`src/rtl/ipru_pkg.sv`:
```
// Shared constants, types and helper functions for the pixel replication upscaler.
package ipru_pkg;

    localparam int MAX_WIDTH  = 1024;
    localparam int MAX_SCALE  = 100;
    localparam int SCALE_W    = 7;
    localparam int WIDTH_W    = 11;
    localparam int ADDR_W     = $clog2(MAX_WIDTH);
    localparam int FILL_W     = $clog2(MAX_WIDTH + 1);
    localparam int CH_W       = 8;
    localparam int PIX_W      = 3 * CH_W;
    localparam int APB_ADDR_W = 3;
    localparam int APB_DATA_W = 32;

    typedef enum logic [2:0] {
        KIND_ACCEPT    = 3'd0,
        KIND_REFUSE    = 3'd1,
        KIND_PIXEL     = 3'd2,
        KIND_PAD       = 3'd3,
        KIND_NOT_READY = 3'd4
    } kind_t;

    typedef enum logic {
        CMD_PUSH = 1'b0,
        CMD_PULL = 1'b1
    } cmd_t;

    typedef enum logic {
        REG_SCALE = 1'b0,
        REG_WIDTH = 1'b1
    } reg_idx_t;

    typedef struct packed {
        logic              wr_en;
        logic [ADDR_W-1:0] wr_addr;
        logic              rd_en;
        logic [ADDR_W-1:0] rd_addr;
    } mem_req_t;

    typedef struct packed {
        kind_t kind;
        logic  row_last;
    } step_res_t;

    function automatic logic [SCALE_W-1:0] eff_scale(input logic [SCALE_W-1:0] s);
        logic [SCALE_W-1:0] r;
        if (s == '0) begin
            r = SCALE_W'(1);
        end else if (s > SCALE_W'(MAX_SCALE)) begin
            r = SCALE_W'(MAX_SCALE);
        end else begin
            r = s;
        end
        return r;
    endfunction

    function automatic logic [FILL_W-1:0] eff_width(input logic [WIDTH_W-1:0] w);
        logic [FILL_W-1:0] r;
        if (w == '0) begin
            r = FILL_W'(1);
        end else if (FILL_W'(w) > FILL_W'(MAX_WIDTH)) begin
            r = FILL_W'(MAX_WIDTH);
        end else begin
            r = FILL_W'(w);
        end
        return r;
    endfunction

endpackage

```
`src/rtl/ipru_cfg.sv`:
```
// APB-style register file holding the scale factor and the row width.
module ipru_cfg
    import ipru_pkg::*;
(
    input  logic                  aclk,
    input  logic                  aresetn,
    input  logic                  psel,
    input  logic                  penable,
    input  logic                  pwrite,
    input  logic [APB_ADDR_W-1:0] paddr,
    input  logic [APB_DATA_W-1:0] pwdata,
    output logic [APB_DATA_W-1:0] prdata,
    output logic                  pready,
    output logic [SCALE_W-1:0]    scale_factor,
    output logic [WIDTH_W-1:0]    row_width
);

    logic [SCALE_W-1:0] scale_reg;
    logic [WIDTH_W-1:0] width_reg;
    reg_idx_t           idx;
    logic               wr_strobe;

    // Registers sit on word boundaries, so the word index picks the register.
    assign idx       = reg_idx_t'(paddr[2]);
    assign wr_strobe = psel && penable && pwrite;
    assign pready    = 1'b1;

    always_ff @(posedge aclk) begin
        if (!aresetn) begin
            scale_reg <= SCALE_W'(1);
            width_reg <= WIDTH_W'(1);
        end else if (wr_strobe) begin
            unique case (idx)
                REG_SCALE: scale_reg <= pwdata[SCALE_W-1:0];
                REG_WIDTH: width_reg <= pwdata[WIDTH_W-1:0];
                default:   ;
            endcase
        end
    end

    always_comb begin
        unique case (idx)
            REG_SCALE: prdata = APB_DATA_W'(scale_reg);
            REG_WIDTH: prdata = APB_DATA_W'(width_reg);
            default:   prdata = '0;
        endcase
    end

    assign scale_factor = scale_reg;
    assign row_width    = width_reg;

endmodule

```
`config.mk`:
```
export PLATFORM = sky130hd
export DESIGN_NAME = ipru_cfg
export DESIGN_NICKNAME = d
export VERILOG_FILES = /design/src/rtl/ipru_pkg.sv /design/src/rtl/ipru_cfg.sv
export SDC_FILE = /design/constraint.sdc
export NUM_CORES = 1
export LEC_CHECK = 0
export BUFFER_PORTS_ARGS = -buffer_cell sky130_fd_sc_hd__buf_2
export CORE_MARGIN = 8
export CORE_UTILIZATION = 39
export CTS_CLUSTER_DIAMETER = 30
export DETAILED_ROUTE_END_ITERATION = 16
export PLACE_DENSITY_LB_ADDON = 0.2
export SLEW_MARGIN = 20
export SYNTH_ARGS = -nofsm -noshare
export SYNTH_HDL_FRONTEND = slang
export SYNTH_SLANG_ARGS = --single-unit
```
`constraint.sdc`:
```
create_clock -name aclk -period 1.7 [get_ports aclk]
set_input_delay 0.34 -clock aclk [delete_from_list [all_inputs] [get_ports aclk]]
set_output_delay 0.34 -clock aclk [all_outputs]
set_load 0.005 [all_outputs]
```
======== Word-level counts from Yosys, hierarchy flattened ========
Index checks and enable logic that the tools add are counted.
Widths: inputs -> output; s select.
cells by class
  mux-type cells .......................... 1
  bitwise operators ....................... 1
  reductions and logical operators ........ 4
operators by type and width
  cell               count
  $pmux 32 s2        1
  $reduce_and 2->1   2
  $logic_and 1x1->1  2
  $not 1->1          1
word-level totals
  logic and storage cells ................. 8
  output and inout bits ................... 51
  flip-flop bits (word level) ............. 18

======== Logic depth before layout (Yosys ltp) ========
  word-level depth ........................ 3
  gate-level depth with buffers ........... 4
  mapped depth without buffers ............ 2

======== Worst setup path before layout ========
No wires, ideal clock.
  kind .................................... input-to-output
  start point ............................. input paddr[2]
  end point ............................... output prdata[1]
  path buffers ............................ 1
  slack ................................... 508 ps
  stages on the path ...................... 2
  arrival time ............................ 852 ps
  data required time ...................... 1,360 ps
  cells stage by stage .................... buf_2 mux2_2
on the way
  word-level cells in the longest chain between the ends .. 2
ends and longest elaborated chain
  what                        line            RTL
  start, declared             ipru_cfg.sv:10  input logic [APB_ADDR_W-1:0] paddr,
  $not 1->1 (no source line)  -
  $pmux 32 s2 (*)             ipru_cfg.sv:42  unique case (idx)
  end, declared               ipru_cfg.sv:12  output logic [APB_DATA_W-1:0] prdata,
Every way passes the cells marked *; elsewhere a longest branch is shown, timed or not. The select of a mux whose other input is x is not followed.

======== Worst setup path in the final report ========
Ends and elaborated chain as after synthesis.

==> results.txt <==
The flow ran to the end, and the final reports show no timing, DRC or antenna violations. The routed length per instance works out to 13.0 um. A synthesized cell averages 9.23 sq um. The synthesized netlist devotes 0% of its cell area to XOR and XNOR gates. Clock skew on the completed layout was measured at 0 ps. For this run, the number of Yosys warnings is 0. Summed over all instances, the cell type with the most area after synthesis is dfxtp_1. The worst hold path class is in2reg. After synthesis, the netlist uses 13 different library cells. Overall routing resource usage: 10.6%. Counting flops with a built-in enable in the synthesized netlist gives 0. During I/O placement, the number of pins put on the boundary was 91. The setup path with the least slack is of type in2out.

The reported leakage power was 0.638 nW. Sequential cells were found to cover 36.1% of the synthesized design area. The total power density per cell area was 679 mW/mm^2. Using the TritonRoute via totals, the vias-per-cell ratio works out to 4.20.

The region available for standard cell placement spans 0.00245 sq mm. The post-layout net count is 191, and the post-CTS setup repair buffer count is 0. After synthesis, the share of flip-flops with an asynchronous set or reset is 0%. The run gives 0 as the number of antenna-violating nets in the routed design. Of the post-synthesis cell area, the part taken by muxes is 26.0%. By area, the combinational part of the netlist is dominated by multiplexers.

The first global-routing pass estimated 3750 um of wire. Final period utilization: 83.7%. The largest net degree at the start of global routing came out at 30.

The run gives 1 as the maximum level of the CTS H-tree. After the first detailed-routing iteration, the DRC count stood at 36. Data arrival time of the critical path: 1080 ps. The number of fill cells came out at 278. The signal on the critical path passes through buf_2 -> mux2_2 -> buf_2. Across the VDD grid, the largest voltage drop is 0.495 mV.

The tools report the type of destination of the critical path as an output pin. The run gives 3 as the first-pass iteration count of the detailed router. The clock net in this run drives a total of 18 sinks. The area growth from synthesis to layout is 17.3%. Of all nets on the critical path, the largest fanout is 13.

The mapped netlist covers 997 sq um. The total clock buffers created by CTS is 3, and the DRC violations left is 0. The insertion delay to the later sink of the worst-skew pair was 290 ps; the final RePlAce weighted congestion was 0.640. The logs give 2 for the clock tree buffer depth and 0 for the aggregate global routing overflow. The initial antenna violation count was 0. Total wirelength of the detailed-routed design: 2340 um.

After detailed routing, the met2 layer carries 1040 um of wire. The tools report the final core area utilization as 47.7%. The tools report the post-cts resize count as 0. The tools report the final total negative setup slack as 0 ps. By area the synthesized netlist is led by dfxtp_1 36%, mux2i_1 18%, buf_4 18%. The number of global-route vias before repair was 808. Ranked by instance count, the synthesized netlist is headed by 26 x nand2_1, 24 x buf_4, 18 x dfxtp_1, 18 x mux2i_1, 7 x mux2_2. The worst path needs 1420 ps of the cycle, external delays included. The count of buffers inserted at the top-level ports was 45; the starting density of the core was 40.6%. Max-cap violations in this run came to 0.

The dominant cell by count in the synthesized netlist was nand2_1. The number of failing hold endpoints at the final stage is 0, and the complex-gate fraction of the synthesized area is 0%. On the critical path, the stage with the largest delay is an instance of mux2_2.

The floorplan step defined a die boundary enclosing 0.00443 sq mm. Routed signal wires occupy layers up through met3. TritonCTS built the clock tree. For the quantity of hold-fixing buffers added after cts, the log shows 0. Counting stages on the worst path, the most repeated cell is buf_2.

The floorplan step set the die height to 66.6 um. Setup repair after global routing left no endpoint under its margin. After floorplanning, the core was divided into 18 placement rows.

STA puts the critical path data required time at 1360 ps. Static timing analysis puts the maximum clock frequency at 703 MHz. Layout cell share with drive strength beyond 1: 38.7%. After Yosys synthesis, full adders, half adders and majority gates account for 0% of the synthesized area. The die span in x works out to 66.6 um. The register bit total from synthesis was 18. Cell at the root of the clock tree: clkbuf_4. Among all flip-flop cells after synthesis, the most frequent one is dfxtp_1. For this block, wires on met1 add up to 1010 um.

The basic-gate share of the synthesized area counting and, or, nand and nor cells is 16.2%. Summed over all nets, the half-perimeter wirelength after detailed placement is 1800 um. STA classifies the critical path startpoint as an input pin.

The clock-pin transition on the worst setup and hold timing paths came out at 110 ps. The number of antenna diodes in the final layout is 0. The overall power is 0.794 mW, and the wire length on met3 is 286 um. Summing over every cut layer, the via total after detailed routing is 756.

The post-synthesis instance total is 108, and the share of the synthesized area in the top cell type is 36.1%. Setup violations remaining at the end of the flow were counted as 0. On the worst path, the slowest cell contributes a delay of 370 ps.

The tools report the number of max-slew violations in the final report as 0.
logic make-up (layout without fill, tap and decap cells):
family,Yosys count,in the layout
other,2,22
DFF,18,18
buffers and inverters,28,50
and+or+nand+nor,35,35
muxes,25,25
power breakdown:
group          total [mW]  switching [mW]  leakage [nW]  internal [mW]
clock               0.260           0.130        0.0210          0.130
sequential          0.437         0.00614         0.146          0.431
combinational      0.0970          0.0551         0.472         0.0419
total               0.794           0.191         0.638          0.603
layout make-up:
class	instances	area, sq um	area share (%)
well taps	30	37.5	3.21
flip-flops and latches	18	360	30.8
clock buffers	4	36.3	3.10
repair buffers	46	233	19.9
multi-input cells	82	503	43.0
path summary, 6_finish.rpt:
path                                     start                           end  slack (ps)  depth (start not counted)
setup reg to reg  scale_factor[4]$_SDFFE_PN0P_  scale_factor[4]$_SDFFE_PN0P_        1070                          2
hold reg to reg     row_width[10]$_SDFFE_PN0P_    row_width[10]$_SDFFE_PN0P_         470                          2
setup / recovery                      paddr[2]                     prdata[1]         280                          3
hold / removal                      pwdata[10]    row_width[10]$_SDFFE_PN0P_         290                          3
state kept, by name, summed over array words and instances (netlist names):
signal        cells
scale_factor      7
row_width        11
per-layer routing:
layer | GRT usage (%) | vias up
li1 | - | 387
met1 | 12.0 | 330
met2 | 17.0 | 39
met3 | 5.37 | 0
met4 | 3.20 | 0
met5 | 0 | -
worst max-delay path: cells and delay by family:
| kind | cells | cell delay [ps] |
|---|---|---|
| buffers and inverters | 2 | 370 |
| muxes | 1 | 370 |
metrics by stage:
step | hold WS (ps) | worst slack, ps | instance area [sq um] | instances
after detailed placement | 459 | 268 | 1130 | 176
after floorplan | 460 | 508 | 1070 | 128
after CTS | 275 | 265 | 1170 | 180
after global routing | 263 | 238 | 1170 | 180
after global placement | 451 | 272 | 1130 | 176
final | 289 | 278 | 1170 | 180
cells in the final DEF, fill, tap and decap left out:
master / synthesis / final
clkbuf_4: 0 / 3
buf_4: 24 / 1
nand2_1: 26 / 26
dfxtp_1: 18 / 18
mux2i_1: 18 / 18
buf_2: 2 / 45
nand4b_1: 1 / 1
and4_4: 1 / 1
clkbuf_8: 0 / 1
mux2_2: 7 / 7
conb_1: 2 / 22
nor2b_1: 3 / 3
and2_1: 4 / 4
(Power assumes the default switching activity.)
