<file path="src/rtl/ipru_pkg.sv">
// Shared constants, types and helper functions for the pixel replication upscaler.
package ipru_pkg;

    localparam int MAX_WIDTH  = 1024;
    localparam int MAX_SCALE  = 100;
    localparam int SCALE_W    = 7;
    localparam int WIDTH_W    = 11;
    localparam int ADDR_W     = $clog2(MAX_WIDTH);
    localparam int FILL_W     = $clog2(MAX_WIDTH + 1);
    localparam int CH_W       = 8;
    localparam int PIX_W      = 3 * CH_W;
    localparam int APB_ADDR_W = 3;
    localparam int APB_DATA_W = 32;

    typedef enum logic [2:0] {
        KIND_ACCEPT    = 3'd0,
        KIND_REFUSE    = 3'd1,
        KIND_PIXEL     = 3'd2,
        KIND_PAD       = 3'd3,
        KIND_NOT_READY = 3'd4
    } kind_t;

    typedef enum logic {
        CMD_PUSH = 1'b0,
        CMD_PULL = 1'b1
    } cmd_t;

    typedef enum logic {
        REG_SCALE = 1'b0,
        REG_WIDTH = 1'b1
    } reg_idx_t;

    typedef struct packed {
        logic              wr_en;
        logic [ADDR_W-1:0] wr_addr;
        logic              rd_en;
        logic [ADDR_W-1:0] rd_addr;
    } mem_req_t;

    typedef struct packed {
        kind_t kind;
        logic  row_last;
    } step_res_t;

    function automatic logic [SCALE_W-1:0] eff_scale(input logic [SCALE_W-1:0] s);
        logic [SCALE_W-1:0] r;
        if (s == '0) begin
            r = SCALE_W'(1);
        end else if (s > SCALE_W'(MAX_SCALE)) begin
            r = SCALE_W'(MAX_SCALE);
        end else begin
            r = s;
        end
        return r;
    endfunction

    function automatic logic [FILL_W-1:0] eff_width(input logic [WIDTH_W-1:0] w);
        logic [FILL_W-1:0] r;
        if (w == '0) begin
            r = FILL_W'(1);
        end else if (FILL_W'(w) > FILL_W'(MAX_WIDTH)) begin
            r = FILL_W'(MAX_WIDTH);
        end else begin
            r = FILL_W'(w);
        end
        return r;
    endfunction

endpackage

</file>
<file path="src/rtl/ipru_ctrl.sv">
// Fill and replay sequencer: decides each beat's result and drives the line store.
module ipru_ctrl
    import ipru_pkg::*;
(
    input  logic               aclk,
    input  logic               aresetn,
    input  logic               accept,
    input  cmd_t               cmd,
    input  logic [SCALE_W-1:0] scale_factor,
    input  logic [WIDTH_W-1:0] row_width,
    output step_res_t          res,
    output mem_req_t           req
);

    logic [FILL_W-1:0]  fill_count_reg,    fill_count_next;
    logic               replaying_reg,     replaying_next;
    logic [SCALE_W-1:0] row_copy_reg,      row_copy_next;
    logic [ADDR_W-1:0]  source_column_reg, source_column_next;
    logic [SCALE_W-1:0] repeat_index_reg,  repeat_index_next;
    logic [1:0]         pad_remaining_reg, pad_remaining_next;

    logic [SCALE_W-1:0] eff_s;
    logic [FILL_W-1:0]  eff_w;
    logic [ADDR_W-1:0]  push_idx;
    logic [3:0]         pad_prod;
    logic               finish_row;

    assign eff_s    = eff_scale(scale_factor);
    assign eff_w    = eff_width(row_width);
    assign pad_prod = {2'b00, eff_w[1:0]} * {2'b00, eff_s[1:0]};

    always_comb begin
        fill_count_next    = fill_count_reg;
        replaying_next     = replaying_reg;
        row_copy_next      = row_copy_reg;
        source_column_next = source_column_reg;
        repeat_index_next  = repeat_index_reg;
        pad_remaining_next = pad_remaining_reg;
        finish_row         = 1'b0;
        res.kind           = KIND_NOT_READY;
        res.row_last       = 1'b0;

        push_idx = (fill_count_reg >= FILL_W'(MAX_WIDTH)) ? ADDR_W'(MAX_WIDTH - 1)
                                                          : fill_count_reg[ADDR_W-1:0];
        req.wr_en   = 1'b0;
        req.wr_addr = push_idx;
        req.rd_en   = 1'b0;
        req.rd_addr = source_column_reg;

        if (cmd == CMD_PUSH) begin
            if (replaying_reg) begin
                res.kind = KIND_REFUSE;
            end else begin
                res.kind        = KIND_ACCEPT;
                req.wr_en       = accept;
                fill_count_next = FILL_W'(push_idx) + FILL_W'(1);
                if (FILL_W'(push_idx) + FILL_W'(1) >= eff_w) begin
                    replaying_next     = 1'b1;
                    row_copy_next      = '0;
                    source_column_next = '0;
                    repeat_index_next  = '0;
                    pad_remaining_next = '0;
                end
            end
        end else if (!replaying_reg) begin
            res.kind = KIND_NOT_READY;
        end else if (pad_remaining_reg != 2'd0) begin
            res.kind           = KIND_PAD;
            pad_remaining_next = pad_remaining_reg - 2'd1;
            if (pad_remaining_reg == 2'd1) begin
                res.row_last = 1'b1;
                finish_row   = 1'b1;
            end
        end else begin
            res.kind  = KIND_PIXEL;
            req.rd_en = accept;
            if ({1'b0, repeat_index_reg} + 1'b1 >= {1'b0, eff_s}) begin
                repeat_index_next = '0;
                if (FILL_W'(source_column_reg) + FILL_W'(1) >= eff_w) begin
                    if (pad_prod[1:0] == 2'd0) begin
                        res.row_last = 1'b1;
                        finish_row   = 1'b1;
                    end else begin
                        pad_remaining_next = pad_prod[1:0];
                    end
                end else begin
                    source_column_next = source_column_reg + 1'b1;
                end
            end else begin
                repeat_index_next = repeat_index_reg + 1'b1;
            end
        end

        // End of an output row: either start the next copy or release the store.
        if (finish_row) begin
            source_column_next = '0;
            repeat_index_next  = '0;
            pad_remaining_next = '0;
            if ({1'b0, row_copy_reg} + 1'b1 >= {1'b0, eff_s}) begin
                row_copy_next   = '0;
                replaying_next  = 1'b0;
                fill_count_next = '0;
            end else begin
                row_copy_next = row_copy_reg + 1'b1;
            end
        end
    end

    always_ff @(posedge aclk) begin
        if (!aresetn) begin
            fill_count_reg    <= '0;
            replaying_reg     <= 1'b0;
            row_copy_reg      <= '0;
            source_column_reg <= '0;
            repeat_index_reg  <= '0;
            pad_remaining_reg <= '0;
        end else if (accept) begin
            fill_count_reg    <= fill_count_next;
            replaying_reg     <= replaying_next;
            row_copy_reg      <= row_copy_next;
            source_column_reg <= source_column_next;
            repeat_index_reg  <= repeat_index_next;
            pad_remaining_reg <= pad_remaining_next;
        end
    end

    a_no_rw_clash: assert property (@(posedge aclk) disable iff (!aresetn)
        !(req.wr_en && req.rd_en))
        else $error("line store written and read by the same beat");

    a_pad_in_replay: assert property (@(posedge aclk) disable iff (!aresetn)
        (pad_remaining_reg != 2'd0) |-> replaying_reg)
        else $error("pad bytes pending outside replay");

    a_fill_bound: assert property (@(posedge aclk) disable iff (!aresetn)
        fill_count_reg <= FILL_W'(MAX_WIDTH))
        else $error("fill count beyond line store depth");

endmodule

</file>
<file path="config.mk">
export PLATFORM = sky130hd
export DESIGN_NAME = ipru_ctrl
export DESIGN_NICKNAME = d
export VERILOG_FILES = /design/src/rtl/ipru_pkg.sv /design/src/rtl/ipru_ctrl.sv
export SDC_FILE = /design/constraint.sdc
export NUM_CORES = 1
export LEC_CHECK = 0
export BUFFER_PORTS_ARGS = -buffer_cell sky130_fd_sc_hd__buf_2
export CAP_MARGIN = 20
export CORE_MARGIN = 2
export CORE_UTILIZATION = 25
export DETAILED_ROUTE_END_ITERATION = 10
export HOLD_SLACK_MARGIN = 0.15
export PLACE_DENSITY = 0.37
export SETUP_SLACK_MARGIN = 0.1
export SLEW_MARGIN = 15
export SYNTH_ARGS = -nofsm -noshare
export SYNTH_HDL_FRONTEND = slang
export SYNTH_SLANG_ARGS = --single-unit
</file>
<file path="constraint.sdc">
create_clock -name aclk -period 5.82 [get_ports aclk]
set_input_delay 0.582 -clock aclk [delete_from_list [all_inputs] [get_ports aclk]]
set_output_delay 0.582 -clock aclk [all_outputs]
set_load 0.005 [all_outputs]
</file>
Yosys cells after proc, flatten, opt, wreduce, memory -nomap -nowiden:

Index checks and enable logic that the tools add are counted.

* flip-flop bits (word level): 38
* input port bits: 22
* output and inout bits: 26
* word-level logic and storage cells: 102

* add/sub/neg operators: 8
* multiply operators: 1
* magnitude comparators: 7
* equal/unequal tests: 11
* muxes and demuxes: 59
* reductions and logical operators: 10

Operator list (number)
* $mux W10: 9
* $mux W7: 12
* $mux W11: 6
* $add A10 B1 Y11 const B: 2
* $ge A11 B11 Y1: 2
* $mux W1: 20
* $mux W2: 10
* $add A7 B1 Y8 const B: 2
* $ge A8 B7 Y1: 2
* $add A7 B1 Y7 const B: 2
* $reduce_and A7 Y1: 2
* $ge A11 B11 Y1 const B: 1
* $gt A11 B11 Y1 const B: 1
* $logic_not A11 Y1: 1
* $add A10 B1 Y10 const B: 1
* $ne A4 B1 Y1 const B: 2
* $gt A7 B7 Y1 const B: 1
* $logic_not A7 Y1: 1
* $mux W3: 2
* $ne A3 B1 Y1 const B: 2
* $ne A3 B3 Y1 const B: 2
* $reduce_and A5 Y1: 1
* $ne A2 B1 Y1 const B: 2
* $ne A4 B4 Y1 const B: 1
* 8 further kinds: 9

Logic depth before layout (Yosys ltp):

* word-level depth: 13
* mapped depth: 16
* mapped depth without buffers: 14

Worst setup path before layout:

Ideal clock, no wire load.

* kind: register to output
* from: register source_column_reg[0]
* to: output res[0] (netlist name)
* arrival time: 2.859 ns
* data required time: 5.238 ns
* path slack: 2.379 ns
* cell stages (with the launch flop): 15
* path buffers: 1
* path through: dfxtp_1 > ha_1 > nand3_1 > or2_2 > inv_1 > nand3_1 > xnor2_1 > ha_1 > nand2_1 > o2111ai_1 > a211oi_1 > a211oi_4 > a21oi_1 > nor3_1 > buf_4

RTL lines
* start, declared: line ipru_ctrl.sv:18 `logic [ADDR_W-1:0] source_column_reg, source_column_next;`
* start signal, assigned: line ipru_ctrl.sv:121 `source_column_reg <= source_column_next;`
* end, declared: line ipru_ctrl.sv:11 `output step_res_t res,`

==> run metrics <==
reg2reg start=source_column_reg[0]$_SDFFE_PN0P_; Hold Path Stages=1; prevailing post-synth register cell=dfxtp_1; Synth cell types=just under 60; CP delay by family, top=compound AO/OA/AOI/OAI gates; CP Launch Point=source_column_reg[0]$_SDFFE_PN0P_; Period minus WS final=4.347 ns; met3 Use GR=0.03430; CTS buffer count=5; final worst-path cycle share=0.7469; met1 usage=0.1917; HPWL after detailed placement=7690 um; CP Max Fanout=6; CTS tree=built; Clock Tree Buf Depth=2; data required time of the critical path=5.24 ns; DR iter-0 viols=144; Compound-Gate Fraction of Synth Area=0.2350; share of cells above drive strength 1=0.1392; postcts setup bufs=0; Detailed Routing Iterations Pass 1=4; Clock Latency Late Sink=~0.3 ns; flip-flop count of the largest register after layout=11; Slew Viols, Final=0; post-CTS resize count=0; CP Class=reg2out; core box area=~13000 um^2; clk sinks=38; outcome=complete, no violations; die area=14620 um^2; CP Buf/Inv Count=2; Synth Net Count=500; number of global-route vias before repair=3060; Final Hold Viols=0; wirelength, routed=slightly below 10000 um; Post-synth EDFFs=0; Clock Skew=between 0.006 and 0.007 ns; WP data arrival=3.76 ns; area leader, netlist=dfxtp_1; DP Cell Count=643; largest net degree at the start of global routing=between 40 and 50; Mapped Cells=approximately 440; Synth top area share=0.2225; M2 GR Usage=0.2184; Final Power=just over 0.6 mW; Hold Path Class=reg2reg; Synth Cell Area=3418 um^2; Post-Synth XOR/XNOR Area=0.06149; non-filler cells, final=650; Pwr Density=roughly 160 nW/um^2; RSZ-0062 raised after global routing=no; starting density of the core=0.2571; syn avg cell area=7.804 um^2; H-tree Lvls=2; Hold Startpoint=fill_count_reg[7]$_SDFFE_PN0P_; Synth-to-Final Area Change=14.82%; Max Clk Rate=230.1 MHz; Antenna diodes=0; Critical Path Sink Type=output pin; global-route wire length before repair=~16000 um; post-synthesis adder-cell area fraction=0.1464; Post-CTS Hold Buffers=0; Worst Reg-to-Reg Cells=14; delay of the slowest critical-path stage=0.55 ns; # IOs=between 40 and 50; initial antenna violation count=0; via count=3219; main combinational cell family by area after synthesis=simple AND/OR/NAND/NOR gates; Total GRT Usage=0.1402; # rows=42; nature of the critical path startpoint=register; TNS Setup=0 ns; Final GP Congestion=approximately 0.75; slew margin rel.=0.2727; # DRC=0; grt ovf=0; sequential share of the synthesized area=0.2225; Max IR drop VDD=0.08845 mV; FF+latch count, synth=38; Max-Cap Viols=0; Die X=~120 um; Static Leak=~1.8 nW; Synth Area in Simple Gates=0.2818; final setup fails=0; Die Span Y=~120 um; CTS root buf=clkbuf_16; vias per inst=about 5; asr flop ratio synth=0; Post-DP Area=3792 um^2; Least-Margin Pin Slew=approximately 1.1 ns; mux cell area share after synthesis=0.009151; utilization after layout=0.2952; Hold Path End=fill_count_reg[7]$_SDFFE_PN0P_; synth top area cells=dfxtp_1 (22%), ha_1 (15%), nand2_1 (5.5%); Top Usage Layer GRT=met2; post-route ant nets=0; Finished Cell Area=around 3900 um^2; Worst R2R Setup Slack=1.62 ns; Cell Chain, Critical Path=ha_1 -> nand3_1 -> or2_2 -> inv_1 -> nand3_1 -> xnor2_1 -> ha_1 -> nand2_1 -> o2111ai_1 -> a211oi_1 -> a211oi_4 -> a21oi_1 -> nor3_1 -> buf_2; IO Port Bufs=47; Reg-to-Reg End=source_column_reg[8]$_SDFFE_PN0P_; Worst path slowest cell=a211oi_1; register clock-pin slew on the reported worst setup and hold paths=about 0.060 ns; Ys Warns=0; Final #Nets=536; Layout fillers=between 1k and 1.5k; post-DR wirelength/cell=approximately 15 um
## worst max path at each step
stage / to / cells past startpoint / slack [ns]
finish: res[0] / 14 / 1.47
global route: res[0] / 14 / 1.16
CTS: res[0] / 14 / 1.45
detailed placement: source_column_reg[7]$_SDFFE_PN0P_ / 14 / 1.63
global placement: source_column_reg[7]$_SDFFE_PN0P_ / 14 / 1.74
floorplan: res[0] / 14 / 2.38
## cell families (layout without fill, tap and decap cells)
group / Yosys count / count (layout)
xor gates and xnor gates: 24 / 24
and+or+nand+nor: 184 / 184
DFF: 38 / 38
AOI/OAI and AO/OA: 113 / 113
buffers and inverters: 36 / 72
adders and majority gates: 40 / 40
muxes: 3 / 3
## report_power, final
group | switching [mW] | internal (mW)
clock | 0.115 | 0.157
combinational | 0.0487 | 0.0287
sequential | 0.000921 | 0.261
total | 0.164 | 0.447
## stage by stage
stage	hold slack [ns]	setup slack, ns
detailed placement	0.4539	1.630
finish	0.4703	1.473
CTS	0.4718	1.446
global placement	0.4585	1.743
global route	0.4858	1.163
floorplan	0.4342	2.379
## synthesized netlist by cell type, drive strengths merged, types with 4 or more instances
| master | n |
|---|---|
| a21oi | 16 |
| nand3 | 20 |
| o21ai | 23 |
| or3 | 4 |
| nor3b | 9 |
| xor2 | 7 |
| xnor2 | 17 |
| o21a | 8 |
| buf | 5 |
| nor2 | 27 |
| clkbuf | 13 |
| nor2b | 7 |
| ha | 40 |
| nand2 | 50 |
| a21o | 9 |
| and3 | 13 |
| o22ai | 6 |
| nand2b | 5 |
| o211ai | 9 |
| inv | 18 |
| a22o | 9 |
| and2 | 9 |
| a21boi | 9 |
| or2 | 10 |
| a31oi | 6 |
| dfxtp | 38 |
| a211oi | 5 |
| nand4 | 16 |
| nor3 | 5 |
## cells in the final DEF (no fill, tap or decap), types with 2 or more instances in the layout
| cell type | netlist | layout |
|---|---|---|
| o22ai_1 | 6 | 6 |
| xnor2_1 | 17 | 17 |
| ha_1 | 40 | 40 |
| o21ai_0 | 19 | 19 |
| a21oi_1 | 15 | 15 |
| dfxtp_1 | 38 | 38 |
| a31oi_1 | 5 | 5 |
| or2_1 | 3 | 3 |
| and3_1 | 13 | 13 |
| and2_1 | 9 | 9 |
| a21o_1 | 9 | 9 |
| or3_1 | 4 | 4 |
| clkbuf_16 | 0 | 5 |
| buf_2 | 2 | 47 |
| nand4_1 | 16 | 16 |
| a22o_1 | 9 | 9 |
| nor2b_1 | 7 | 7 |
| clkbuf_1 | 13 | 2 |
| o211ai_1 | 9 | 9 |
| o21ai_1 | 3 | 3 |
| a211oi_1 | 4 | 4 |
| a21boi_0 | 9 | 9 |
| nand2b_1 | 5 | 5 |
| o21a_1 | 8 | 8 |
| and4_1 | 2 | 2 |
| nand3_1 | 20 | 20 |
| nor4_1 | 2 | 2 |
| nor3_1 | 4 | 4 |
| nand2_1 | 50 | 50 |
| a32o_1 | 2 | 2 |
| nor2_1 | 27 | 27 |
| or2_2 | 7 | 7 |
| nor3b_1 | 9 | 9 |
| xor2_1 | 7 | 7 |
| mux2i_1 | 2 | 2 |
| inv_1 | 18 | 18 |
## final cells by class
cell class              instances  area [um^2]  area share
inverters                      18        67.56     0.01721
flip-flops and latches         38        760.7      0.1938
clock buffers                   7        132.6     0.03379
repair buffers                 47        235.2     0.05993
multi-input cells             364         2509      0.6391
well taps                     176        220.2     0.05610
## routing by layer
layer,share of wire,up-vias
met1,0.51,1486
met5,0,-
met3,0.036,6
met4,0.012,0
li1,-,1676
met2,0.44,51
No activity file was read; power rests on OpenSTA's default activity.
